==> src/frq_pkg.sv <==
// Shared constants, codes and control types for the FIFO ready queue.
package frq_pkg;

  localparam int QUEUE_DEPTH = 16;
  localparam int ID_WIDTH    = 8;
  localparam int IDX_W       = (QUEUE_DEPTH > 1) ? $clog2(QUEUE_DEPTH) : 1;
  localparam int CNT_W       = $clog2(QUEUE_DEPTH + 1);

  // Command codes
  localparam logic [1:0] CMD_ADD       = 2'd0;
  localparam logic [1:0] CMD_YIELD     = 2'd1;
  localparam logic [1:0] CMD_TERMINATE = 2'd2;

  // Status codes
  localparam logic [1:0] STAT_OK        = 2'd0;
  localparam logic [1:0] STAT_EMPTY     = 2'd1;
  localparam logic [1:0] STAT_NOT_FOUND = 2'd2;
  localparam logic [1:0] STAT_FULL      = 2'd3;

  // Broadcast control from the sequencer to every cell
  typedef struct packed {
    logic start;      // arm a search: token into cell 0, mark all cells pending
    logic advance;    // token moves one cell up the chain
    logic clear;      // drop the token
    logic shift_hit;  // pending cells take their upper neighbor's id
    logic shift_all;  // every cell takes its upper neighbor's id (pop head)
  } cell_ctrl_t;

endpackage

==> src/frq_cell.sv <==
// One queue slot: holds an id, a search token and a pending flag.
module frq_cell (
  input  logic                         clk_i,
  input  logic                         rst_ni,
  input  frq_pkg::cell_ctrl_t          ctrl_i,
  input  logic                         wr_en_i,
  input  logic [frq_pkg::ID_WIDTH-1:0] wr_data_i,
  input  logic [frq_pkg::ID_WIDTH-1:0] key_i,
  input  logic [frq_pkg::ID_WIDTH-1:0] next_id_i,
  input  logic                         tok_i,
  output logic [frq_pkg::ID_WIDTH-1:0] id_o,
  output logic                         tok_o,
  output logic                         hit_o
);

  logic [frq_pkg::ID_WIDTH-1:0] id_q, id_d;
  logic                         tok_q, tok_d;
  logic                         pend_q, pend_d;

  // Slot data: load at tail, shift down on removal
  always_comb begin
    id_d = id_q;
    if (wr_en_i) begin
      id_d = wr_data_i;
    end else if (ctrl_i.shift_all || (ctrl_i.shift_hit && pend_q)) begin
      id_d = next_id_i;
    end
  end

  always_ff @(posedge clk_i) begin
    id_q <= id_d;
  end

  // Token walks one cell per cycle while advance is set; a cell it passed is no longer pending
  always_comb begin
    tok_d  = tok_q;
    pend_d = pend_q;
    if (ctrl_i.clear) begin
      tok_d = 1'b0;
    end else if (ctrl_i.advance) begin
      tok_d = tok_i;
    end
    if (ctrl_i.start) begin
      pend_d = 1'b1;
    end else if (ctrl_i.advance && tok_q) begin
      pend_d = 1'b0;
    end
  end

  always_ff @(posedge clk_i or negedge rst_ni) begin
    if (!rst_ni) begin
      tok_q  <= 1'b0;
      pend_q <= 1'b0;
    end else begin
      tok_q  <= tok_d;
      pend_q <= pend_d;
    end
  end

  assign id_o  = id_q;
  assign tok_o = tok_q;
  assign hit_o = tok_q && (id_q == key_i);

endmodule

==> src/frq_ctrl.sv <==
// Command sequencer: entry count, search walk and the result register.
module frq_ctrl (
  input  logic                            clk_i,
  input  logic                            rst_ni,
  input  logic                            s_valid_i,
  output logic                            s_ready_o,
  input  logic [1:0]                      cmd_i,
  input  logic [7:0]                      tid_i,
  output logic                            m_valid_o,
  input  logic                            m_ready_i,
  output logic [1:0]                      status_o,
  output logic [7:0]                      disp_o,
  output logic [4:0]                      count_o,
  output frq_pkg::cell_ctrl_t             ctrl_o,
  output logic [frq_pkg::QUEUE_DEPTH-1:0] wr_en_o,
  output logic [frq_pkg::ID_WIDTH-1:0]    wr_data_o,
  output logic [frq_pkg::ID_WIDTH-1:0]    key_o,
  input  logic [frq_pkg::ID_WIDTH-1:0]    head_id_i,
  input  logic [frq_pkg::QUEUE_DEPTH-1:0] hit_i
);

  localparam logic S_IDLE   = 1'b0;
  localparam logic S_SEARCH = 1'b1;

  logic                          state_q, state_d;
  logic [frq_pkg::CNT_W-1:0]     cnt_q, cnt_d;
  logic [frq_pkg::IDX_W-1:0]     pos_q, pos_d;
  logic [frq_pkg::ID_WIDTH-1:0]  key_q, key_d;
  logic                          mv_q, mv_d;
  logic [1:0]                    stat_q, stat_d;
  logic [7:0]                    disp_q, disp_d;
  logic [4:0]                    rcnt_q, rcnt_d;

  logic                          out_free;
  logic                          accept;
  logic                          any_hit;
  logic                          last_pos;
  logic                          load_out;
  logic [frq_pkg::ID_WIDTH-1:0]  in_id;

  assign out_free  = !mv_q || m_ready_i;
  assign s_ready_o = (state_q == S_IDLE) && out_free;
  assign accept    = s_valid_i && s_ready_o;
  assign any_hit   = |hit_i;
  assign last_pos  = ((frq_pkg::CNT_W'(pos_q) + frq_pkg::CNT_W'(1)) == cnt_q);
  assign in_id     = frq_pkg::ID_WIDTH'(tid_i);
  assign wr_data_o = in_id;
  assign key_o     = key_q;

  // Tail write enable, one per cell
  always_comb begin
    for (int i = 0; i < frq_pkg::QUEUE_DEPTH; i++) begin
      wr_en_o[i] = accept && (cmd_i == frq_pkg::CMD_ADD) &&
                   (cnt_q == frq_pkg::CNT_W'(i));
    end
  end

  // Sequencer
  always_comb begin
    state_d  = state_q;
    cnt_d    = cnt_q;
    pos_d    = pos_q;
    key_d    = key_q;
    ctrl_o   = '0;
    load_out = 1'b0;
    stat_d   = stat_q;
    disp_d   = disp_q;
    rcnt_d   = rcnt_q;

    unique case (state_q)
      S_IDLE: begin
        if (accept) begin
          stat_d = frq_pkg::STAT_OK;
          disp_d = '0;
          case (cmd_i)
            frq_pkg::CMD_ADD: begin
              load_out = 1'b1;
              if (cnt_q == frq_pkg::CNT_W'(frq_pkg::QUEUE_DEPTH)) begin
                stat_d = frq_pkg::STAT_FULL;
              end else begin
                cnt_d = cnt_q + frq_pkg::CNT_W'(1);
              end
            end
            frq_pkg::CMD_YIELD: begin
              load_out = 1'b1;
              if (cnt_q == '0) begin
                stat_d = frq_pkg::STAT_EMPTY;
              end else begin
                disp_d           = 8'(head_id_i);
                ctrl_o.shift_all = 1'b1;
                cnt_d            = cnt_q - frq_pkg::CNT_W'(1);
              end
            end
            frq_pkg::CMD_TERMINATE: begin
              if (cnt_q == '0) begin
                load_out = 1'b1;
                stat_d   = frq_pkg::STAT_NOT_FOUND;
              end else begin
                key_d          = in_id;
                pos_d          = '0;
                ctrl_o.start   = 1'b1;
                ctrl_o.advance = 1'b1;
                state_d        = S_SEARCH;
              end
            end
            default: begin
              load_out = 1'b1;
            end
          endcase
          rcnt_d = 5'(cnt_d);
        end
      end
      S_SEARCH: begin
        // Token sits at cell pos_q; finish only when the result slot is free
        if (any_hit) begin
          if (out_free) begin
            ctrl_o.shift_hit = 1'b1;
            ctrl_o.clear     = 1'b1;
            cnt_d            = cnt_q - frq_pkg::CNT_W'(1);
            load_out         = 1'b1;
            stat_d           = frq_pkg::STAT_OK;
            disp_d           = '0;
            rcnt_d           = 5'(cnt_d);
            state_d          = S_IDLE;
          end
        end else if (last_pos) begin
          if (out_free) begin
            ctrl_o.clear = 1'b1;
            load_out     = 1'b1;
            stat_d       = frq_pkg::STAT_NOT_FOUND;
            disp_d       = '0;
            rcnt_d       = 5'(cnt_q);
            state_d      = S_IDLE;
          end
        end else begin
          ctrl_o.advance = 1'b1;
          pos_d          = pos_q + frq_pkg::IDX_W'(1);
        end
      end
      default: begin
        state_d = S_IDLE;
      end
    endcase
  end

  // Result register valid
  always_comb begin
    mv_d = mv_q;
    if (load_out) begin
      mv_d = 1'b1;
    end else if (m_ready_i) begin
      mv_d = 1'b0;
    end
  end

  always_ff @(posedge clk_i or negedge rst_ni) begin
    if (!rst_ni) begin
      state_q <= S_IDLE;
      cnt_q   <= '0;
      pos_q   <= '0;
      mv_q    <= 1'b0;
    end else begin
      state_q <= state_d;
      cnt_q   <= cnt_d;
      pos_q   <= pos_d;
      mv_q    <= mv_d;
    end
  end

  // Payload registers
  always_ff @(posedge clk_i) begin
    key_q <= key_d;
    if (load_out) begin
      stat_q <= stat_d;
      disp_q <= disp_d;
      rcnt_q <= rcnt_d;
    end
  end

  assign m_valid_o = mv_q;
  assign status_o  = stat_q;
  assign disp_o    = disp_q;
  assign count_o   = rcnt_q;

endmodule

==> src/fifo_ready_queue_with_removal.sv <==
// Top level of the FIFO ready queue: sequencer plus a chain of slot cells.
//
//  channel  | dir | handshake                    | payload
//  ---------+-----+------------------------------+-------------------------------------
//  command  | in  | s_axis_tvalid / s_axis_tready | tdata: thread_id; tuser: cmd
//  result   | out | m_axis_tvalid / m_axis_tready | tdata: dispatched_id, queue_count;
//           |     |                              | tuser: status
//
// Add, yield and unused codes finish in the cycle they are accepted.
// Terminate walks a token up the cell chain, one cell per cycle, until it
// reaches the match or the last entry; on an empty queue it finishes when
// accepted. The removal shift happens once the match is found and the result is free.
// Reset clears the entry count, tokens and result valid; slot contents are
// not reset. A stalled result holds the next command off, and a finished
// search waits in place until the result register is free.
module fifo_ready_queue_with_removal (
  input  logic        clk_i,
  input  logic        rst_ni,
  input  logic        s_axis_tvalid,
  output logic        s_axis_tready,
  input  logic [7:0]  s_axis_tdata,   // [7:0] thread_id
  input  logic [1:0]  s_axis_tuser,   // [1:0] cmd
  output logic        m_axis_tvalid,
  input  logic        m_axis_tready,
  output logic [15:0] m_axis_tdata,   // [7:0] dispatched_id, [12:8] queue_count, rest zero
  output logic [1:0]  m_axis_tuser    // [1:0] status
);

  frq_pkg::cell_ctrl_t                               cell_ctrl;
  logic [frq_pkg::QUEUE_DEPTH-1:0]                   wr_en;
  logic [frq_pkg::ID_WIDTH-1:0]                      wr_data;
  logic [frq_pkg::ID_WIDTH-1:0]                      key;
  logic [frq_pkg::QUEUE_DEPTH-1:0][frq_pkg::ID_WIDTH-1:0] cell_id;
  logic [frq_pkg::QUEUE_DEPTH-1:0]                   cell_tok;
  logic [frq_pkg::QUEUE_DEPTH-1:0]                   cell_hit;
  logic [7:0]                                        disp;
  logic [4:0]                                        rcnt;

  // Command sequencer
  frq_ctrl u_ctrl (
    .clk_i     (clk_i),
    .rst_ni    (rst_ni),
    .s_valid_i (s_axis_tvalid),
    .s_ready_o (s_axis_tready),
    .cmd_i     (s_axis_tuser),
    .tid_i     (s_axis_tdata),
    .m_valid_o (m_axis_tvalid),
    .m_ready_i (m_axis_tready),
    .status_o  (m_axis_tuser),
    .disp_o    (disp),
    .count_o   (rcnt),
    .ctrl_o    (cell_ctrl),
    .wr_en_o   (wr_en),
    .wr_data_o (wr_data),
    .key_o     (key),
    .head_id_i (cell_id[0]),
    .hit_i     (cell_hit)
  );

  // Slot chain, head in cell 0; each cell but the top shifts from its upper neighbor
  for (genvar g = 0; g < frq_pkg::QUEUE_DEPTH; g++) begin : g_cell
    logic [frq_pkg::ID_WIDTH-1:0] next_id;
    logic                         tok_in;

    if (g == frq_pkg::QUEUE_DEPTH - 1) begin : g_top
      assign next_id = cell_id[g];
    end else begin : g_mid
      assign next_id = cell_id[g+1];
    end

    if (g == 0) begin : g_first
      assign tok_in = cell_ctrl.start;
    end else begin : g_rest
      assign tok_in = cell_tok[g-1];
    end

    frq_cell u_cell (
      .clk_i     (clk_i),
      .rst_ni    (rst_ni),
      .ctrl_i    (cell_ctrl),
      .wr_en_i   (wr_en[g]),
      .wr_data_i (wr_data),
      .key_i     (key),
      .next_id_i (next_id),
      .tok_i     (tok_in),
      .id_o      (cell_id[g]),
      .tok_o     (cell_tok[g]),
      .hit_o     (cell_hit[g])
    );
  end

  assign m_axis_tdata = {3'b000, rcnt, disp};

endmodule
==> config.mk <==
export PLATFORM = sky130hd
export DESIGN_NAME = fifo_ready_queue_with_removal
export DESIGN_NICKNAME = d
export VERILOG_FILES = /design/src/frq_pkg.sv /design/src/frq_cell.sv /design/src/frq_ctrl.sv /design/src/fifo_ready_queue_with_removal.sv
export SDC_FILE = /design/constraint.sdc
export NUM_CORES = 1
export LEC_CHECK = 0
export BUFFER_PORTS_ARGS = -buffer_cell sky130_fd_sc_hd__buf_2
export CAP_MARGIN = 30
export CORE_MARGIN = 2
export CORE_UTILIZATION = 60
export DETAILED_ROUTE_END_ITERATION = 8
export PLACE_DENSITY = 0.77
export SLEW_MARGIN = 10
export SYNTH_ARGS = -nofsm -noshare
export SYNTH_HDL_FRONTEND = slang
export SYNTH_HIERARCHICAL = 1
export SYNTH_SLANG_ARGS = --single-unit
==> constraint.sdc <==
create_clock -name clk_i -period 8.02 [get_ports clk_i]
set_input_delay 1.203 -clock clk_i [delete_from_list [all_inputs] [get_ports clk_i]]
set_output_delay 1.203 -clock clk_i [all_outputs]
set_load 0.03 [all_outputs]
==> run metrics, run 1 <==
outcome=finished clean; Ports=34; Cell variety after synth=60; clock latency on the worst-skew pair=0.44 ns; postcts setup bufs=0; Synth Instances=825; crit path max fanout=32; global-route wire length before repair=39.2 mm; hpwl dp=17.1 mm; vias post-DR=6869; largest net degree at the start of global routing=44; overall die width=140 um; post-synthesis sequential area ratio=50.6%; relative slew slack=34.1%; Final Hold Viols=0; fillers=1287; endpoints failing setup=0; WL final=25.3 mm; Post-Syn Area=11100 sq um; Worst Path Required=8.34 ns; Sink Count=194; Routed Antenna Nets=0; dpl cell area=11300 sq um; Starting Density=61.5%; row cnt=49; # diodes=0; PD cells=254 nW/um^2; Crit Path Category=flip-flop to flip-flop; CTS tree=done; RSZ-0062 raised after global routing=false; worst path arrival time=4.35 ns; Crit. End Element=flip-flop; pins over their slew limit=0; post-placement cell count=1052; Post-CTS Resized=0; number of flops mapped to enable cells by yosys=151; CTS H-Tree Depth=4; fin crit share=50.3%; total CTS buffers=17; Async S/R FF share, synth=22.2%; HP Class=flip-flop to flip-flop; fin cells=1101; final worst path period need=4.03 ns; initial DRC count=589; total gr overflow=0; CORE AREA=18000 sq um; setup TNS=0 ns; share of cells above drive strength 1=29.4%; GRT Util Overall=26.3%; vias per std cell=6.24; MaxCap Viol Count=0; Syn. warnings=6; Critical Path Source Type=flip-flop; worst slew pin tran=0.985 ns; most frequently used flop master after synthesis=edfxtp_1; drt pass-1 iters=6; chip height=140 um; Nets=880; Seq cells post-synth=194; # hold bufs at CTS=0; Util after Layout=67.1%; Layout area overhead=8.96%; clk buf depth=2; clk root buf=clkbuf_16; WL per Instance=23.0 um; final clock skew=0.0116 ns; Port-buffer cells=30; area of the die=19600 sq um; clk slew on worst S/H paths=0.07 ns; Pleak=0.00454 uW; vias in the first global route=6880; fmax=248 MHz; routability congestion estimate=0.892; initial antenna violation count=0; Synth Area per Inst=13.4 sq um; final instance area=12100 sq um; Worst VDD drop=0.196 mV; residual DRC count=0
[synthesized netlist by cell type (all sizes together), types with 2 or more instances]
cell	instances	area, sq um
nand3b	2	15.0
a41oi	2	17.5
a21o	17	128
o21ai	14	70.1
a221oi	2	17.5
nor2b	3	18.8
a21oi	11	55.1
xnor2	137	1200
and3	10	62.6
mux2	128	1920
mux2i	17	170
o311ai	2	17.5
xor2	3	26.3
a211o	16	160
a31oi	4	25.0
nor4	7	43.8
nand3	23	115
nand2	50	188
edfxtp	151	4530
o22ai	3	18.8
ha	7	87.6
nor3	20	180
nand4	18	113
o211ai	6	45.0
a32oi	2	17.5
and2	2	15.0
buf	32	292
clkbuf	12	47.6
or2	2	12.5
dfrtp	43	1080
nor2	48	180
nand2b	2	12.5
inv	9	33.8
[power breakdown]
part / internal (uW) / switching, uW / leakage, uW
logic: 305 / 419 / 0.00233
registers: 1250 / 180 / 0.00189
clock network: 534 / 386 / 0.000318
[registers in the layout, summed over array words and instances, names as in the netlist, 2 cells and up]
name / cells
u_ctrl/disp_o: 8
g_cell.u_cell/tok_o: 16
g_cell.u_cell/id_o: 128
u_ctrl/cnt_q: 5
u_ctrl/pos_q: 4
g_cell.u_cell/pend_q: 16
u_ctrl/count_o: 5
u_ctrl/key_o: 8
u_ctrl/status_o: 2
[final cells by class]
type                    instances  area [sq um]  share of cell area (%)
multi-input cells             579          5120                    42.3
clock inverters                13           168                    1.39
repair buffers                 57           390                    3.23
flip-flops and latches        194          5610                    46.4
inverters                      10          37.5                   0.311
well taps                     229           287                    2.37
clock buffers                  19           475                    3.93
[worst max-delay path: stages (launching register included)]
cell	delay, ns
edfxtp_1	0.87
buf_4	0.31
xnor2_1	0.09
nand4_1	0.12
nor3_2	0.08
nor4_1	0.46
nand4_1	0.56
nor2_1	0.40
nand2_1	0.19
nand2_1	0.11
buf_4	0.38
nand2_1	0.11
a21o_1	0.21
[cell usage in the layout (no fill, tap or decap), types with 3 or more instances in the layout]
cell,instances
nand3_1,23
conb_1,3
inv_1,9
dfrtp_1,43
nor3_2,16
buf_8,4
nor2b_1,3
mux2_4,128
o211ai_1,6
clkbuf_16,19
bufinv_16,3
o22ai_1,3
nor3_1,4
a31oi_1,4
nor4_1,7
nor2_1,46
a21o_1,17
buf_4,20
o21ai_0,13
ha_1,7
mux2i_1,17
a21oi_1,11
buf_2,32
xnor2_1,137
clkinv_2,3
edfxtp_1,151
and3_1,10
nand2_1,50
xor2_1,3
nand4_1,18
a211o_2,16
[through the flow]
| stage | hold WS (ns) | setup slack [ns] | total power (uW) |
|---|---|---|---|
| detailed placement | 0.466 | 3.90 | 2150 |
| global route | 0.496 | 3.81 | 3190 |
| CTS | 0.482 | 4.03 | 3060 |
| global placement | 0.463 | 3.99 | 2120 |
| floorplan | 0.450 | 4.82 | 1950 |
| finish | 0.482 | 3.99 | 3070 |
[logic make-up (layout without fill, tap and decap cells)]
logic type,after synthesis,count (layout),synth area share [%]
flip-flops,194,194,50.6
AO/OA/AOI/OAI,91,91,6.15
multiplexers,145,145,18.9
buffers and inverters,54,99,3.39
adder cells (fa/ha/maj),7,7,0.789
AND/OR/NAND/NOR,193,193,9.15
other,1,3,0.0338
XOR/XNOR,140,140,11.1
[path summary, 6_finish.rpt]
path	cells after the start	to	start	slack, ns
worst max-delay path	12	g_cell[2].u_cell/pend_q	u_ctrl/key_o[2]	3.99
worst min-delay path	1	g_cell[8].u_cell/pend_q	g_cell[8].u_cell/pend_q	0.48
worst max register to register	12	g_cell[2].u_cell/pend_q	u_ctrl/key_o[2]	3.99
worst min register to register	1	g_cell[8].u_cell/pend_q	g_cell[8].u_cell/pend_q	0.48
max in group asynchronous	2	u_ctrl/cnt_q[3]	rst_ni	6.92
min in group asynchronous	1	u_ctrl/cnt_q[4]	rst_ni	0.62
[layer usage]
layer  GRT usage (%)  share of wire (%)
met1            36.1                 44
met2            43.4                 49
met3            4.14                5.7
met4            8.47                1.7
met5               0                  0
No activity file was read; power rests on OpenSTA's default activity.
==> run 2, diff against run 1 <==
--- a/config.mk
+++ b/config.mk
@@ -8,7 +8,7 @@
 export BUFFER_PORTS_ARGS = -buffer_cell sky130_fd_sc_hd__buf_2
 export CAP_MARGIN = 30
 export CORE_MARGIN = 2
-export CORE_UTILIZATION = 60
+export CORE_UTILIZATION = 57
 export DETAILED_ROUTE_END_ITERATION = 8
 export PLACE_DENSITY = 0.77
 export SLEW_MARGIN = 10
==> constraint.sdc (replaced) <==
create_clock -name clk_i -period 3.26 [get_ports clk_i]
set_input_delay 0.489 -clock clk_i [delete_from_list [all_inputs] [get_ports clk_i]]
set_output_delay 0.489 -clock clk_i [all_outputs]
set_load 0.03 [all_outputs]
==> run 2 against run 1 <==
Via count up 0.42%. Critical endpoint is now g_cell[15].u_cell/tok_o. Clock-buffer cell count unchanged. Non-clock buffer count increased by 23. Worst setup slack got worse by 3.8 ns. Sequential share of layout area fell by 0.67 points.
==> run metrics, run 2 (same netlist as run 1, synthesis figures left out) <==
Routed Antenna Nets=0; hold_ws=0.0764 ns; met2 wire length=12.2 mm; fmax=321 MHz; Ports=34; CTS tree=done; worst path arrival time=3.42 ns; vias per std cell=5.95; Port-buffer cells=30; relative slew slack=53.3%; crit path from=u_ctrl/key_o[2]; final clock skew=0.0109 ns; overall die width=144 um; MaxCap Viol Count=0; total gr overflow=0; Starting Density=57.6%; worst slew pin tran=0.700 ns; Nets=903; post-placement cell count=1127; CP Depth=13; Sink Count=194; Layout area overhead=10.6%; CTS H-Tree Depth=4; GRT Util Overall=25.7%; final worst path period need=3.11 ns; critical path's top delay family=simple AND/OR/NAND/NOR gates; Critical Path Source Type=flip-flop; Final Hold Viols=0; Tot Pwr=7490 uW; FF-to-FF path depth=13; reg-to-reg endpoint=g_cell[15].u_cell/tok_o; setup TNS=0 ns; Crit. End Element=flip-flop; clk root buf=clkbuf_16; Crit path largest cell delay=0.52 ns; PD cells=611 nW/um^2; clock latency on the worst-skew pair=0.43 ns; hpwl dp=17.4 mm; total CTS buffers=17; chip height=144 um; fin crit share=95.5%; row cnt=51; routability congestion estimate=0.916; WL final=25.4 mm; wire length on met1=11.2 mm; Worst VDD drop=0.442 mV; HP Class=primary input to asynchronous set/reset pin; Worst path most repeated cell=buf_4; Bufs and invs on worst path=3; Util after Layout=63.6%; initial antenna violation count=0; Worst Path Required=3.56 ns; WL per Instance=21.9 um; RR Startpoint=u_ctrl/key_o[2]; clk slew on worst S/H paths=0.07 ns; fin cells=1160; vias post-DR=6898; clk buf depth=2; r2r setup slk=0.15 ns; worst path cell trace=buf_4 > xnor2_1 > nand4_1 > nor3_2 > nor4_1 > nand4_1 > buf_4 > nor2_1 > nand2_1 > nand2_1 > buf_4 > mux2i_1 > nor2_1; vias in the first global route=6826; area of the die=20600 sq um; drt pass-1 iters=5; crit path max fanout=19; Crit Path Category=flip-flop to flip-flop; global-route wire length before repair=39.4 mm; Max Used Layer=met4; max reg flops=128; Worst Setup EP=g_cell[15].u_cell/tok_o; # diodes=0; endpoints failing setup=0; outcome=finished clean; RSZ-0062 raised after global routing=false; pins over their slew limit=0; commonest non-fill, non-tap cell in the layout=edfxtp_1; residual DRC count=0; initial DRC count=925; most frequent cells in the layout=edfxtp_1, xnor2_1, mux2_4, nand2_1, nor2_1; largest net degree at the start of global routing=28; slowest cell on the critical path=nor4_1; met3 wire length=1.50 mm; postcts setup bufs=0; share of cells above drive strength 1=30.9%; Pleak=0.00462 uW; CORE AREA=19300 sq um; # hold bufs at CTS=0
[run 2: cell count changes in the layout (fill, tap and decap cells not counted), moves of 2 or more]
cell / delta
clkbuf_8: +2
buf_4: +24
clkinv_4: +2
nor2_1: +2
buf_8: -4
clkbuf_16: -2
nor2_2: -2
clkinvlp_4: +2
clkinv_2: -3
buf_12: +2
[run 2: area by class of cell]
cell class	instances	area, sq um
clock inverters	13	150
inverters	10	37.5
repair buffers	80	562
well taps	265	332
multi-input cells	579	5120
clock buffers	19	453
flip-flops and latches	194	5610
fillers	1462	7010
[run 2: metrics by stage]
| step | area [sq um] | setup slack (ns) |
|---|---|---|
| after floorplan | 11100 | 0.0562 |
| after global placement | 11600 | 0.182 |
| after detailed placement | 11600 | 0.135 |
| after CTS | 12300 | 0.0751 |
| after global routing | 12300 | 0.0331 |
| final | 12300 | 0.146 |
[run 2: worst min-delay path by stage]
stage	startpoint	end	depth (start not counted)
floorplan	rst_ni	g_cell[0].u_cell/pend_q	0
global placement	g_cell[3].u_cell/pend_q	g_cell[3].u_cell/pend_q	1
detailed placement	g_cell[2].u_cell/pend_q	g_cell[2].u_cell/pend_q	1
CTS	rst_ni	u_ctrl/cnt_q[1]	1
global route	rst_ni	u_ctrl/cnt_q[1]	1
finish	rst_ni	u_ctrl/cnt_q[1]	1
[run 2: layer usage]
metal,up-vias,track usage [%]
met1,3455,35.5
met2,273,41.9
met3,36,4.33
li1,3134,-
met5,-,0
met4,0,7.43
[run 2: repair_timing]
action | CTS | global route
gates resized for setup | 0 | 1
setup endpoints to repair | 0 | 29
endpoints found under the hold margin | 0 | 0
[run 2: worst reg2reg max path, cell delays in order, from the launching register on]
cell and delay [ns]:
edfxtp_1 0.51, buf_4 0.20, xnor2_1 0.12, nand4_1 0.16, nor3_2 0.06, nor4_1 0.52
nand4_1 0.24, buf_4 0.23, nor2_1 0.13, nand2_1 0.11, nand2_1 0.12, buf_4 0.28
mux2i_1 0.25, nor2_1 0.06
[run 2: power by group]
group / internal (uW) / switching, uW / leakage, uW
sequential: 3070 / 305 / 0.00189
combinational: 820 / 1160 / 0.00244
clock: 1190 / 947 / 0.000286
==> run 3, diff against run 2 <==
--- a/config.mk
+++ b/config.mk
@@ -8,9 +8,8 @@
 export BUFFER_PORTS_ARGS = -buffer_cell sky130_fd_sc_hd__buf_2
 export CAP_MARGIN = 30
 export CORE_MARGIN = 2
-export CORE_UTILIZATION = 57
+export CORE_UTILIZATION = 45
 export DETAILED_ROUTE_END_ITERATION = 8
-export PLACE_DENSITY = 0.77
 export SLEW_MARGIN = 10
 export SYNTH_ARGS = -nofsm -noshare
 export SYNTH_HDL_FRONTEND = slang
==> constraint.sdc (replaced) <==
create_clock -name clk_i -period 3.45 [get_ports clk_i]
set_input_delay 0.5175 -clock clk_i [delete_from_list [all_inputs] [get_ports clk_i]]
set_output_delay 0.5175 -clock clk_i [all_outputs]
set_load 0.03 [all_outputs]
==> run 3 against run 2 <==
Non-clock buffer count shrank 8. Clock power shrank 9%. Sequential power shrank 5%. Critical path type unchanged.
==> run metrics, run 3 (same netlist as run 1, synthesis figures left out) <==
pins over their slew limit=0; GRT Util Overall=18.9%; worst slew pin tran=0.664 ns; # hold bufs at CTS=0; RR Startpoint=u_ctrl/key_o[5]; fin crit share=90.7%; global-route wire length before repair=37.7 mm; Port-buffer cells=30; outcome=finished clean; Crit path largest cell delay=0.56 ns; endpoints failing setup=0; final worst path period need=3.13 ns; HP Class=primary input to asynchronous set/reset pin; r2r setup slk=0.32 ns; slowest cell on the critical path=nor4_1; CTS H-Tree Depth=4; vias post-DR=6520; Worst Path Required=3.77 ns; initial DRC count=451; vias per std cell=5.38; Bufs and invs on worst path=2; Sink Count=194; Crit Path Category=flip-flop to flip-flop; Worst Setup EP=g_cell[8].u_cell/tok_o; setup TNS=0 ns; row cnt=57; crit path from=u_ctrl/key_o[5]; clk slew on worst S/H paths=0.08 ns; Critical Path Source Type=flip-flop; reg-to-reg endpoint=g_cell[8].u_cell/tok_o; fmax=320 MHz; largest net degree at the start of global routing=33; Routed Antenna Nets=0; overall die width=161 um; hpwl dp=18.0 mm; Tot Pwr=6960 uW; # diodes=0; relative slew slack=55.3%; clk root buf=clkbuf_16; share of cells above drive strength 1=30.4%; Ports=34; FF-to-FF path depth=12; clk buf depth=2; Worst VDD drop=0.269 mV; Crit. End Element=flip-flop; critical path's top delay family=simple AND/OR/NAND/NOR gates; most frequent cells in the layout=edfxtp_1, xnor2_1, mux2_4, nand2_1, nor2_1; drt pass-1 iters=5; initial antenna violation count=0; postcts setup bufs=0; PD cells=569 nW/um^2; chip height=161 um; routability congestion estimate=0.851; CORE AREA=24200 sq um; worst path arrival time=3.45 ns; crit path max fanout=32; CP Depth=12; WL per Instance=19.3 um; total CTS buffers=17; Pleak=0.00458 uW; CTS tree=done; Layout area overhead=10.3%; WL final=23.4 mm; Starting Density=45.7%; total gr overflow=0; Post-CTS Resized=0; Final Hold Viols=0; final clock skew=0.0114 ns; vias in the first global route=6722; Nets=895; worst path cell trace=buf_4 > xnor2_1 > nand4_1 > nor3_2 > nor4_1 > nand4_1 > nor2_1 > nand2_1 > nand2_1 > buf_12 > mux2i_1 > nor2_1; max reg flops=128; RSZ-0062 raised after global routing=false; residual DRC count=0; area of the die=25900 sq um; clock latency on the worst-skew pair=0.43 ns; commonest non-fill, non-tap cell in the layout=edfxtp_1; MaxCap Viol Count=0
run 3: changes by cell type in the layout (fill, tap and decap cells not counted), moves of 2 or more:
cell	previous run	this run
buf_4	44	37
inv_4	0	4
bufinv_16	2	0
clkbuf_8	2	0
inv_8	1	3
clkinvlp_4	3	0
run 3: stage by stage:
step / instances / util [%] / setup WS (ns) / instance area [sq um] / hold slack [ns]
after global placement: 1175 / 47.9 / 0.295 / 11600 / 0.479
after global routing: 1211 / 50.5 / 0.174 / 12200 / 0.0267
after detailed placement: 1179 / 48.1 / 0.386 / 11700 / 0.482
after CTS: 1211 / 50.5 / 0.364 / 12200 / 0.00962
final: 1211 / 50.5 / 0.321 / 12200 / 0.00300
after floorplan: 827 / - / 0.246 / 11100 / 0.222
run 3: area by class of cell:
class,instances,area [sq um]
clock buffer,19,455
fill,2146,12000
timing repair buffer,72,495
multi-input combinational,579,5120
tap,324,405
clock inverter,13,111
sequential,194,5610
inverter,10,37.5
run 3: how the worst min path moves through the flow:
| stage | slack, ns | end | start | cells after the start |
|---|---|---|---|---|
| after floorplan | 0.22 | g_cell[0].u_cell/pend_q | rst_ni | 0 |
| after global placement | 0.48 | g_cell[0].u_cell/pend_q | g_cell[0].u_cell/pend_q | 1 |
| after detailed placement | 0.48 | g_cell[0].u_cell/pend_q | g_cell[0].u_cell/pend_q | 1 |
| after CTS | 0.01 | u_ctrl/cnt_q[4] | rst_ni | 1 |
| after global routing | 0.03 | u_ctrl/cnt_q[4] | rst_ni | 1 |
| final | 0.003 | u_ctrl/cnt_q[4] | rst_ni | 1 |
run 3: worst register-to-register path: cells and delay by family (launching register included):
family | cells | cell delay (ns)
and+or+nand+nor | 8 | 1.65
DFF | 1 | 0.50
buffers and inverters | 2 | 0.48
muxes | 1 | 0.23
xor gates and xnor gates | 1 | 0.16
run 3: power by group:
part | switching, uW | leakage (uW) | internal (uW)
registers | 322 | 0.00189 | 2900
clock network | 930 | 0.000288 | 997
logic | 1040 | 0.00240 | 772
run 3: metal layers:
metal / routed length (um) / global-route usage (%)
met1: 10600 / 25.6
met4: 247 / 4.79
met2: 11700 / 31.7
met5: 0 / 0
met3: 876 / 3.06
